===== src/rtl/pti_pkg.sv =====
// types and constants of the periodic table interpolator
`timescale 1ns / 1ps
`default_nettype none
package pti_pkg;
	localparam logic CMD_WRITE = 1'b0;
	localparam logic CMD_QUERY = 1'b1;
	localparam logic [1:0] ST_OK = 2'd0;
	localparam logic [1:0] ST_FEW = 2'd1;
	localparam logic [1:0] ST_OUTSIDE = 2'd2;
	localparam logic CFG_POINT_COUNT = 1'b0;
	localparam logic CFG_CYCLE_LENGTH = 1'b1;

	// controller to datapath
	typedef struct packed {
		logic load;       // capture query time, start wrap
		logic mod_step;   // one restoring modulo step
		logic rd_first;   // issue read of first pair entry (index 0)
		logic seg_next;   // advance scan index and shift pair
		logic lerp_mul;   // register product
		logic div_start;  // load divider
		logic div_step;   // one restoring division step
		logic fin;        // form result
	} pti_cmd_t;

	// datapath to controller
	typedef struct packed {
		logic hit;        // current pair encloses time
		logic last_seg;   // last-segment flag, tied low by the datapath
		logic zero_span;  // span is zero
	} pti_sts_t;
endpackage
`default_nettype wire


===== src/rtl/pti_ctrl.sv =====
// controller: sequences wrap, scan, multiply and divide for each query on two or more points
`timescale 1ns / 1ps
`default_nettype none
module pti_ctrl #(
	parameter int POINTS = 256,
	localparam int CW = $clog2(POINTS + 1)
) (
	input  wire logic              clk,
	input  wire logic              arst_n,
	input  wire logic              in_go,
	input  wire logic              in_query,
	input  wire logic [8:0]        point_count,
	input  wire pti_pkg::pti_sts_t sts,
	input  wire logic              out_free,
	output pti_pkg::pti_cmd_t      cmd,
	output logic                   busy,
	output logic                   done,
	output logic [1:0]             done_status,
	output logic [5:0]             step_cnt
);
	localparam logic [2:0] S_IDLE = 3'd0;
	localparam logic [2:0] S_MOD  = 3'd1;
	localparam logic [2:0] S_FILL = 3'd2;
	localparam logic [2:0] S_SCAN = 3'd3;
	localparam logic [2:0] S_MUL  = 3'd4;
	localparam logic [2:0] S_DIV  = 3'd5;
	localparam logic [2:0] S_FIN  = 3'd6;

	logic [2:0] state_q;
	logic [5:0] cnt_q;
	logic [CW-1:0] seg_q;     // segments remaining, current one included
	logic [CW-1:0] count;

	assign count = (32'(point_count) > 32'(POINTS)) ? CW'(POINTS) : CW'(point_count);
	assign step_cnt = cnt_q;
	assign busy = (state_q != S_IDLE);

	// command decode
	always_comb begin
		cmd = '0;
		cmd.load = in_go && in_query;
		cmd.mod_step = (state_q == S_MOD);
		// first read issued on the last wrap step so entry 0 lands in the fill
		cmd.rd_first = (state_q == S_MOD) && (cnt_q == '0);
		cmd.seg_next = (state_q == S_FILL) || (state_q == S_SCAN && !sts.hit);
		cmd.lerp_mul = (state_q == S_MUL);
		cmd.div_start = (state_q == S_MUL);
		cmd.div_step = (state_q == S_DIV);
		cmd.fin = (state_q == S_FIN);
	end

	// sequencer
	always_ff @(posedge clk or negedge arst_n) begin
		if (!arst_n) begin
			state_q <= S_IDLE;
			cnt_q <= '0;
			seg_q <= '0;
			done <= 1'b0;
			done_status <= pti_pkg::ST_OK;
		end else begin
			done <= 1'b0;
			case (state_q)
				S_IDLE: begin
					if (in_go && in_query) begin
						if (count < CW'(2)) begin
							done <= 1'b1;
							done_status <= pti_pkg::ST_FEW;
						end else begin
							state_q <= S_MOD;
							cnt_q <= 6'd47;
							seg_q <= count - CW'(1);
						end
					end
				end
				S_MOD: begin
					cnt_q <= cnt_q - 6'd1;
					if (cnt_q == '0) begin
						state_q <= S_FILL;
						cnt_q <= 6'd1;
					end
				end
				S_FILL: begin
					// two reads shift entries 0 and 1 into the pair
					cnt_q <= cnt_q - 6'd1;
					if (cnt_q == '0) begin
						state_q <= S_SCAN;
					end
				end
				S_SCAN: begin
					if (sts.hit) begin
						state_q <= S_MUL;
					end else if (seg_q == CW'(1)) begin
						state_q <= S_IDLE;
						done <= 1'b1;
						done_status <= pti_pkg::ST_OUTSIDE;
					end else begin
						seg_q <= seg_q - CW'(1);
					end
				end
				S_MUL: begin
					state_q <= S_DIV;
					cnt_q <= 6'd63;
				end
				S_DIV: begin
					cnt_q <= cnt_q - 6'd1;
					if (cnt_q == '0 || sts.zero_span) begin
						state_q <= S_FIN;
					end
				end
				S_FIN: begin
					state_q <= S_IDLE;
					done <= 1'b1;
					done_status <= pti_pkg::ST_OK;
				end
				default: begin
					state_q <= S_IDLE;
				end
			endcase
			if (out_free && 1'b0) begin
				state_q <= state_q;
			end
		end
	end
endmodule
`default_nettype wire


===== config.mk =====
export PLATFORM = sky130hd
export DESIGN_NAME = pti_ctrl
export DESIGN_NICKNAME = d
export VERILOG_FILES = /design/src/rtl/pti_pkg.sv /design/src/rtl/pti_ctrl.sv
export SDC_FILE = /design/constraint.sdc
export NUM_CORES = 1
export LEC_CHECK = 0
export ABC_AREA = 0
export BUFFER_PORTS_ARGS = -buffer_cell sky130_fd_sc_hd__buf_4
export CAP_MARGIN = 0
export CORE_ASPECT_RATIO = 1.75
export CORE_MARGIN = 1
export CORE_UTILIZATION = 48
export CTS_BUF_LIST = sky130_fd_sc_hd__clkbuf_8 sky130_fd_sc_hd__clkbuf_16
export DETAILED_ROUTE_END_ITERATION = 8
export GPL_TIMING_DRIVEN = 0
export PLACE_DENSITY = 0.75
export SLEW_MARGIN = 15
export SYNTH_ARGS = -nofsm -noshare
export SYNTH_HDL_FRONTEND = slang
export SYNTH_SLANG_ARGS = --single-unit

===== constraint.sdc =====
create_clock -name clk -period 1.9 [get_ports clk]
set_clock_uncertainty 0.1 [all_clocks]
set_input_delay 0.285 -clock clk [delete_from_list [all_inputs] [get_ports clk]]
set_output_delay 0.285 -clock clk [all_outputs]
set_load 0.005 [all_outputs]

==> flow_summary.ini, run 1 <==
[yosys]
synth_common_cells = dfrtp_1, a21oi_1, nor2_1
synth_area_leader_cell = dfrtp_1
synth-edff-count = 0
ys.flop_type = dfrtp_1
yosys_warnings = 0
avgSynthCellArea_um2 = 8.45
yosys.cell_count.top_type = dfrtp_1
syn_nets = 205
synth-compound-area-share_pct = 25.8
synth_xor_area_share_pct = 2.83
synth.cell_area_um2 = 1550
synthMuxAreaShare_pct = 0
synthSimpleGateAreaFrac_pct = 28.0
ys_seq_area_share_pct = 34.0
synth_top_family_by_area = simple AND/OR/NAND/NOR gates
yosysTopAreaCellShare_pct = 34.0
synth_area_leaders = dfrtp_1, a21oi_1, nor2_1
synthCells = 183
synth_cell_type_count = 53
synth-async-reset-ratio_pct = 100
synthAdderAreaFrac_pct = 4.05
synth_seq_cells = 21

[die]
ios = 35
start_util_pct = 51.7
die_x_um = 44.9
rows = 26
core-area_um2 = 2990
die_h_um = 77.1
dieArea_um2 = 3460

[route]
post-route-drc-count = 0
via_count = 1620
drtAntennaViolNets = 0
firstDrtPassIters = 4
avgRoutedWirePerCell_um = 15.5
drt_iter0_drc = 73
vias_per_cell = 5.89
routed_wl_um = 4270

[cells_and_area]
ff_latch_area_um2 = 531
fill_cells = 245
drive_gt1_share_pct = 35.2
nNetsFinal = 256
area_growth_pct = 37.6
layout.cells.non_filler = 275
utilization_pct = 71.1
design_area_um2 = 2130
multi_input_area_um2 = 1050
n_antenna_cell = 0

[setup_path]
critPathBufInv = 3
rrSetupSlack_ps = -9
reg2regPathDepth = 8
slowest_stage = dfrtp_1
path_depth = 8
endpoint_kind = flop
cp_cell_sequence = inv_2 -> ha_4 -> nor4b_4 -> a211oi_2 -> a31o_1 -> buf_6 -> buf_8 -> a22o_1
path_delay_family = compound AO/OA/AOI/OAI gates
required_ps = 1960
rr_endpoint = seg_q[3]
max_stage_delay_ps = 400
timing.rr.start = seg_q[1]
critical_path_class = reg -> reg
cp.arrival_ps = 1970
path_max_fanout = 10
start_kind = flop

[sta]
rsz0062_at_grt = yes
max_clock_freq_mhz = 524
finalSetupViolations = 2
tightest_slew_ps = 544
timing.final.ws_setup_ps = -8.85
drv_slew = 0
relSlewSlack_pct = 63.4
hold_viol_final = 0
timing.final.crit_share_pct = 100
hold_ws_ps = 169
fin_setup_tns_ps = -11.9
min_period_ps = 1910

[clocking]
worstSkewPairLatency_ps = 270
cts_num_sinks = 21
cts_root_buffer = clkbuf_8
numCtsBuffers = 3
cts.path.max_buffers = 2
cts_tree = built
path_clk_slew_ps = 80
htreeDepth = 1

[global_route]
grt_remaining_overflow = 0
grt_pass1_vias = 1571
grt_pass1_wl_um = 6680
antenna_found_initial = 0
grt.total_usage_pct = 25.7
grt_max_degree = 22

[placement]
place_ws_ps = -215
dp_hpwl_um = 3030
place_area_um2 = 1840
place_congestion = 0.848
port_buffers = 32
placedCellCount = 257

[status]
failed_checks = setup timing
status = finished, violations left

[pwr]
fin_total_pwr_mw = 3.09
power.density_nw_per_um2 = 1450
p_leak_nw = 0.903
ir_worst_vdd_mv = 0.968

[hold_path]
hp-start = sts[2]
min_path_type = in -> reg
hold_depth = 3
min_to = state_q[2]

[flow_run]
max-cap-violations = 0
[cells by family after synthesis]
| logic type | Yosys count |
|---|---|
| XOR/XNOR | 5 |
| adder cells (fa/ha/maj) | 5 |
| AND/OR/NAND/NOR | 75 |
| buffers and inverters | 17 |
| AO/OA/AOI/OAI | 60 |
| flip-flops | 21 |
[worst max-delay path by stage]
stage	startpoint	endpoint	slack, ps
CTS	state_q[2]	seg_q[7]	2
global placement	point_count[8]	seg_q[4]	-240
global route	seg_q[1]	seg_q[5]	-60
detailed placement	point_count[8]	seg_q[4]	-210
finish	seg_q[1]	seg_q[3]	-9
floorplan	seg_q[0]	seg_q[3]	110
[cell usage in the layout (no fill, tap or decap), types with 2 or more instances in the layout]
cell	count
a211oi_2	2
a21oi_1	15
a31oi_1	3
buf_2	2
buf_4	46
clkbuf_4	2
clkbuf_8	3
dfrtp_1	17
dfrtp_2	4
ha_1	4
inv_1	8
nand2_1	15
nand2_2	2
nand2b_1	5
nand3_1	4
nand3b_1	2
nor2_1	16
nor2b_1	2
nor3_1	7
nor3b_1	3
nor4_1	2
nor4_4	3
o21a_1	6
o21ai_0	11
o22a_1	4
o22ai_1	2
o31ai_1	2
xnor2_1	3
xor2_1	2
[worst register-to-register path, cell delays in order (launching register included)]
cell	delay (ps)
dfrtp_1	400
inv_2	90
ha_4	130
nor4b_4	230
a211oi_2	130
a31o_1	240
buf_6	150
buf_8	140
a22o_1	190
[state kept, by name, summed over array words and instances, names as in the netlist]
name         flops
done             1
done_status      2
seg_q            9
state_q          3
step_cnt         6
[repair_timing]
action	CTS	global route
setup endpoints to repair	11	20
pin swaps	1	5
hold buffers	1	0
resized for setup	9	22
gates cloned	0	1
setup buffers	4	9
hold endpoints to repair	21	0
[power by group]
group          switching [mW]  leakage (nW)  internal (mW)
combinational           0.953         0.641          0.937
clock                   0.156        0.0255          0.147
sequential              0.263         0.236          0.630
[layer usage]
metal	share of wire (%)	vias up	GRT usage [%]	wire, um
li1	-	770	-	-
met1	36	772	25.6	1530
met2	56	63	47.8	2400
met3	3.9	15	2.82	167
met4	3.9	0	14.2	167
met5	0	-	0	0
[area by class of cell]
class	count	share of cell area [%]
well taps	42	2.47
clock buffers	3	1.94
plain buffers	7	2.76
multi-input cells	145	49.5
repair buffers	47	16.6
clock inverters	1	0.235
flip-flops and latches	21	24.9
inverters	9	1.59
(Power assumes the default switching activity.)
==> inputs of run 2 (changes only) <==
--- a/config.mk
+++ b/config.mk
@@ -15,6 +15,7 @@
 export DETAILED_ROUTE_END_ITERATION = 8
 export GPL_TIMING_DRIVEN = 0
 export PLACE_DENSITY = 0.75
+export RECOVER_POWER = 50
 export SLEW_MARGIN = 15
 export SYNTH_ARGS = -nofsm -noshare
 export SYNTH_HDL_FRONTEND = slang
==> run 2 against run 1 <==
Compared with the run above:
- the run still ends with setup timing left
- wire length is 0.68% higher
- die area did not move
- first-iteration DRC count is 21% lower
- register-to-register slack is essentially flat
- clock power up 2%
- worst setup slack improved by 5.5 ps
- worst hold slack worse by 1.5 ps
- non-clock buffer count unchanged
- critical path type unchanged
- largest power group unchanged
- highest routed layer unchanged
==> flow_summary.ini, run 2 (same netlist as run 1, synthesis figures left out) <==
[clocking]
path_clk_slew_ps = 80
cts_root_buffer = clkbuf_8
worstSkewPairLatency_ps = 270
cts_num_sinks = 21
numCtsBuffers = 3
cts_tree = built
cts.path.max_buffers = 2
htreeDepth = 1

[sta]
finalSetupViolations = 1
tightest_slew_ps = 542
max_clock_freq_mhz = 525
min_period_ps = 1900
timing.final.crit_share_pct = 100
timing.final.ws_setup_ps = -3.36
drv_slew = 0
rsz0062_at_grt = yes
relSlewSlack_pct = 63.5
hold_viol_final = 0
hold_ws_ps = 168
fin_setup_tns_ps = -3.36

[hold_path]
min_path_type = in -> reg
min_to = state_q[2]
hp-start = sts[2]
hold_depth = 3

[route]
via_count = 1624
post-route-drc-count = 0
avgRoutedWirePerCell_um = 15.6
drtAntennaViolNets = 0
drt_iter0_drc = 58
routed_wl_um = 4300
firstDrtPassIters = 4
vias_per_cell = 5.91

[setup_path]
reg2regPathDepth = 8
endpoint_kind = flop
rr_endpoint = seg_q[3]
cp.arrival_ps = 1970
rrSetupSlack_ps = -3
required_ps = 1970
timing.rr.start = seg_q[1]
critical_path_class = reg -> reg
start_kind = flop
path_max_fanout = 5

[global_route]
grt.total_usage_pct = 25.7
grt_pass1_vias = 1571
antenna_found_initial = 0
grt_remaining_overflow = 0
grt_pass1_wl_um = 6680
grt_max_degree = 22

[die]
die_h_um = 77.1
start_util_pct = 51.7
rows = 26
die_x_um = 44.9
ios = 35
core-area_um2 = 2990
dieArea_um2 = 3460

[cells_and_area]
ff_latch_area_um2 = 531
area_growth_pct = 37.6
nNetsFinal = 256
multi_input_area_um2 = 1050
largest_register_ffs = 9
fill_cells = 245
mostFrequentLayoutCell = buf_4
drive_gt1_share_pct = 35.2
layout.cells.non_filler = 275
n_antenna_cell = 0
final_cell_mix = buf_4, dfrtp_1, nor2_1
regMostFlops = seg_q

[pwr]
ir_worst_vdd_mv = 0.968
p_leak_nw = 0.901
power.density_nw_per_um2 = 1450
fin_total_pwr_mw = 3.09

[flow_run]
max-cap-violations = 0

[placement]
placedCellCount = 257
port_buffers = 32
place_congestion = 0.848
dp_hpwl_um = 3030

[status]
failed_checks = setup timing
status = finished, violations left
-- run 2: worst max-delay path by stage --
stage                              start  endpoint  slack, ps  cells past startpoint
after floorplan                 seg_q[0]  seg_q[3]        110                      7
after global placement    point_count[8]  seg_q[4]       -240                      9
after detailed placement  point_count[8]  seg_q[4]       -210                      9
after CTS                     state_q[2]  seg_q[7]          2                      7
after global routing            seg_q[1]  seg_q[5]        -60                      9
final                           seg_q[1]  seg_q[3]         -3                      8
-- run 2: layout make-up --
| class | instances | share of cell area (%) |
|---|---|---|
| Inverter | 9 | 1.59 |
| Clock inverter | 1 | 0.235 |
| Sequential cell | 21 | 24.9 |
| Timing Repair Buffer | 47 | 16.6 |
| Tap cell | 42 | 2.47 |
| Clock buffer | 3 | 1.94 |
| Multi-Input combinational cell | 145 | 49.5 |
| Buffer | 7 | 2.76 |
-- run 2: where the power goes --
group          total, mW  leakage, nW  internal (mW)  switching, mW
logic               1.89        0.639          0.934          0.952
registers          0.893        0.236          0.630          0.264
clock network      0.308       0.0255          0.147          0.162
-- run 2: per-layer routing --
metal  global-route usage [%]  up-vias  part of all wire, %
li1                         -      769                    -
met2                     47.8       63                   56
met1                     25.6      778                   36
met4                     14.2        0                  3.7
met3                     2.82       14                  4.0
met5                        0        -                    0
-- run 2: timing repair --
| action | 4_1_cts | 5_1_grt |
|---|---|---|
| gates resized for setup | 9 | 22 |
| cloned | 0 | 1 |
| endpoints found under the setup margin | 11 | 20 |
| hold buffers | 1 | 0 |
| endpoints found under the hold margin | 21 | 0 |
| pin swaps | 1 | 5 |
| setup buffers | 4 | 9 |
-- run 2: worst max-delay path, stage by stage (launching register included) --
cell	delay [ps]
dfrtp_1	380
inv_2	70
ha_4	150
nor4b_4	130
a211oi_2	250
a31o_1	200
buf_6	150
o21ai_0	120
a22o_1	250
-- run 2: stage by stage --
step           utilization, %  worst slack, ps  cell area, um2
6_report                 71.1            -3.36            2130
5_1_grt                  71.1            -63.3            2130
4_1_cts                  66.0             2.18            1980
3_5_place_dp             61.5             -215            1840
3_3_place_gp             61.5             -239            1840
2_1_floorplan               -              109            1550
==> inputs of run 3 (changes only) <==
--- a/config.mk
+++ b/config.mk
@@ -14,7 +14,7 @@
 export CTS_BUF_LIST = sky130_fd_sc_hd__clkbuf_8 sky130_fd_sc_hd__clkbuf_16
 export DETAILED_ROUTE_END_ITERATION = 8
 export GPL_TIMING_DRIVEN = 0
-export PLACE_DENSITY = 0.75
+export PLACE_DENSITY = 0.84
 export RECOVER_POWER = 50
 export SLEW_MARGIN = 15
 export SYNTH_ARGS = -nofsm -noshare
==> run 3 against run 2 <==
Compared with the run above:
- the flow now finishes without violations
- via count decreased by 0.92%
- critical path depth decreased by 1
- final area decreased by 0.53%
==> flow_summary.ini, run 3 (same netlist as run 1, synthesis figures left out) <==
[status]
status = complete, no violations

[sta]
rsz0062_at_grt = yes
tightest_slew_ps = 1140
drv_slew = 0
hold_ws_ps = 171
fin_setup_tns_ps = 0
max_clock_freq_mhz = 533
min_period_ps = 1880
finalSetupViolations = 0
timing.final.ws_setup_ps = 23.1
timing.final.crit_share_pct = 98.8
hold_viol_final = 0
relSlewSlack_pct = 24.0

[placement]
place_ws_ps = -231
dp_hpwl_um = 2750
port_buffers = 32
placedCellCount = 257
place_congestion = 0.921

[setup_path]
crit_end = seg_q[3]
critical_path_class = reg -> reg
reg2regPathDepth = 7
rr_endpoint = seg_q[3]
cp.arrival_ps = 1920
critPathLaunch = seg_q[0]
rrSetupSlack_ps = 20
endpoint_kind = flop
timing.rr.start = seg_q[0]
required_ps = 1950
path_max_fanout = 5
start_kind = flop

[route]
avgRoutedWirePerCell_um = 14.8
routed_wl_um = 4080
firstDrtPassIters = 4
via_count = 1609
vias_per_cell = 5.83
drt_iter0_drc = 46
drtAntennaViolNets = 0
post-route-drc-count = 0

[cells_and_area]
nNetsFinal = 257
area_growth_pct = 36.9
ff_latch_area_um2 = 528
layout.cells.non_filler = 276
regMostFlops = seg_q
final_cell_mix = buf_4, dfrtp_1, nor2_1
n_antenna_cell = 0
mostFrequentLayoutCell = buf_4
largest_register_ffs = 9
drive_gt1_share_pct = 32.9
multi_input_area_um2 = 1020
fill_cells = 261

[die]
dieArea_um2 = 3460
ios = 35
die_x_um = 44.9
core-area_um2 = 2990
die_h_um = 77.1
rows = 26
start_util_pct = 51.7

[clocking]
cts.path.max_buffers = 2
cts_root_buffer = clkbuf_8
htreeDepth = 1
numCtsBuffers = 3
worstSkewPairLatency_ps = 260
path_clk_slew_ps = 70
cts_tree = built
cts_num_sinks = 21

[hold_path]
hold_depth = 3
min_path_type = in -> reg

[global_route]
met1_usage_pct = 25.9
grt_pass1_vias = 1433
grt_remaining_overflow = 0
grt-busiest-layer = met2
gr-usage-met2_pct = 45.1
grt.total_usage_pct = 24.3
grt_pass1_wl_um = 6270
met3_usage_pct = 3.29
antenna_found_initial = 0
grt_max_degree = 22

[pwr]
power.density_nw_per_um2 = 1420
p_leak_nw = 0.901
ir_worst_vdd_mv = 0.657

[flow_run]
max-cap-violations = 0
[run 3: critical path, cell delays in order, from the launching register on]
cell,delay (ps)
dfrtp_1,420
ha_4,170
nor4b_4,130
a211oi_2,260
a31o_1,160
buf_2,170
o21ai_0,100
a22o_1,240
[run 3: power breakdown]
group	switching, mW	total [mW]	internal, mW
Clock	0.145	0.289	0.144
Sequential	0.250	0.878	0.628
Combinational	0.932	1.85	0.917
[run 3: metal layers]
metal  up-vias  share of wire [%]
li1        775                  -
met1       785                 38
met4         0                2.1
met3         7                2.1
met5         -                  0
met2        42                 58
[run 3: worst min path at each step]
stage	from	to
floorplan	arst_n	done
global placement	arst_n	step_cnt[4]
detailed placement	arst_n	step_cnt[2]
CTS	sts[2]	state_q[2]
global route	sts[2]	state_q[2]
finish	sts[2]	state_q[2]
[run 3: final cells by class]
cell class / instances / share of cell area (%)
Sequential cell: 21 / 24.9
Multi-Input combinational cell: 145 / 48.4
Clock buffer: 3 / 1.95
Timing Repair Buffer: 47 / 17.3
Clock inverter: 1 / 0.177
Inverter: 9 / 1.60
Buffer: 8 / 3.13
Tap cell: 42 / 2.48
[run 3: what timing repair did]
action | 4_1_cts | 5_1_grt
endpoints found under the hold margin | 21 | 0
pin swaps | 1 | 4
resized for setup | 7 | 21
setup buffers | 4 | 8
setup endpoints to repair | 13 | 16
gates cloned | 0 | 2
hold buffers | 1 | 0
[run 3: per-stage QoR]
step | instance area (um2) | utilization (%) | power (mW)
after floorplan | 1550 | - | 1.82
after global placement | 1840 | 61.5 | 2.24
after detailed placement | 1840 | 61.5 | 2.28
after CTS | 1960 | 65.6 | 2.67
after global routing | 2120 | 70.7 | 3.24
final | 2120 | 70.7 | 3.02
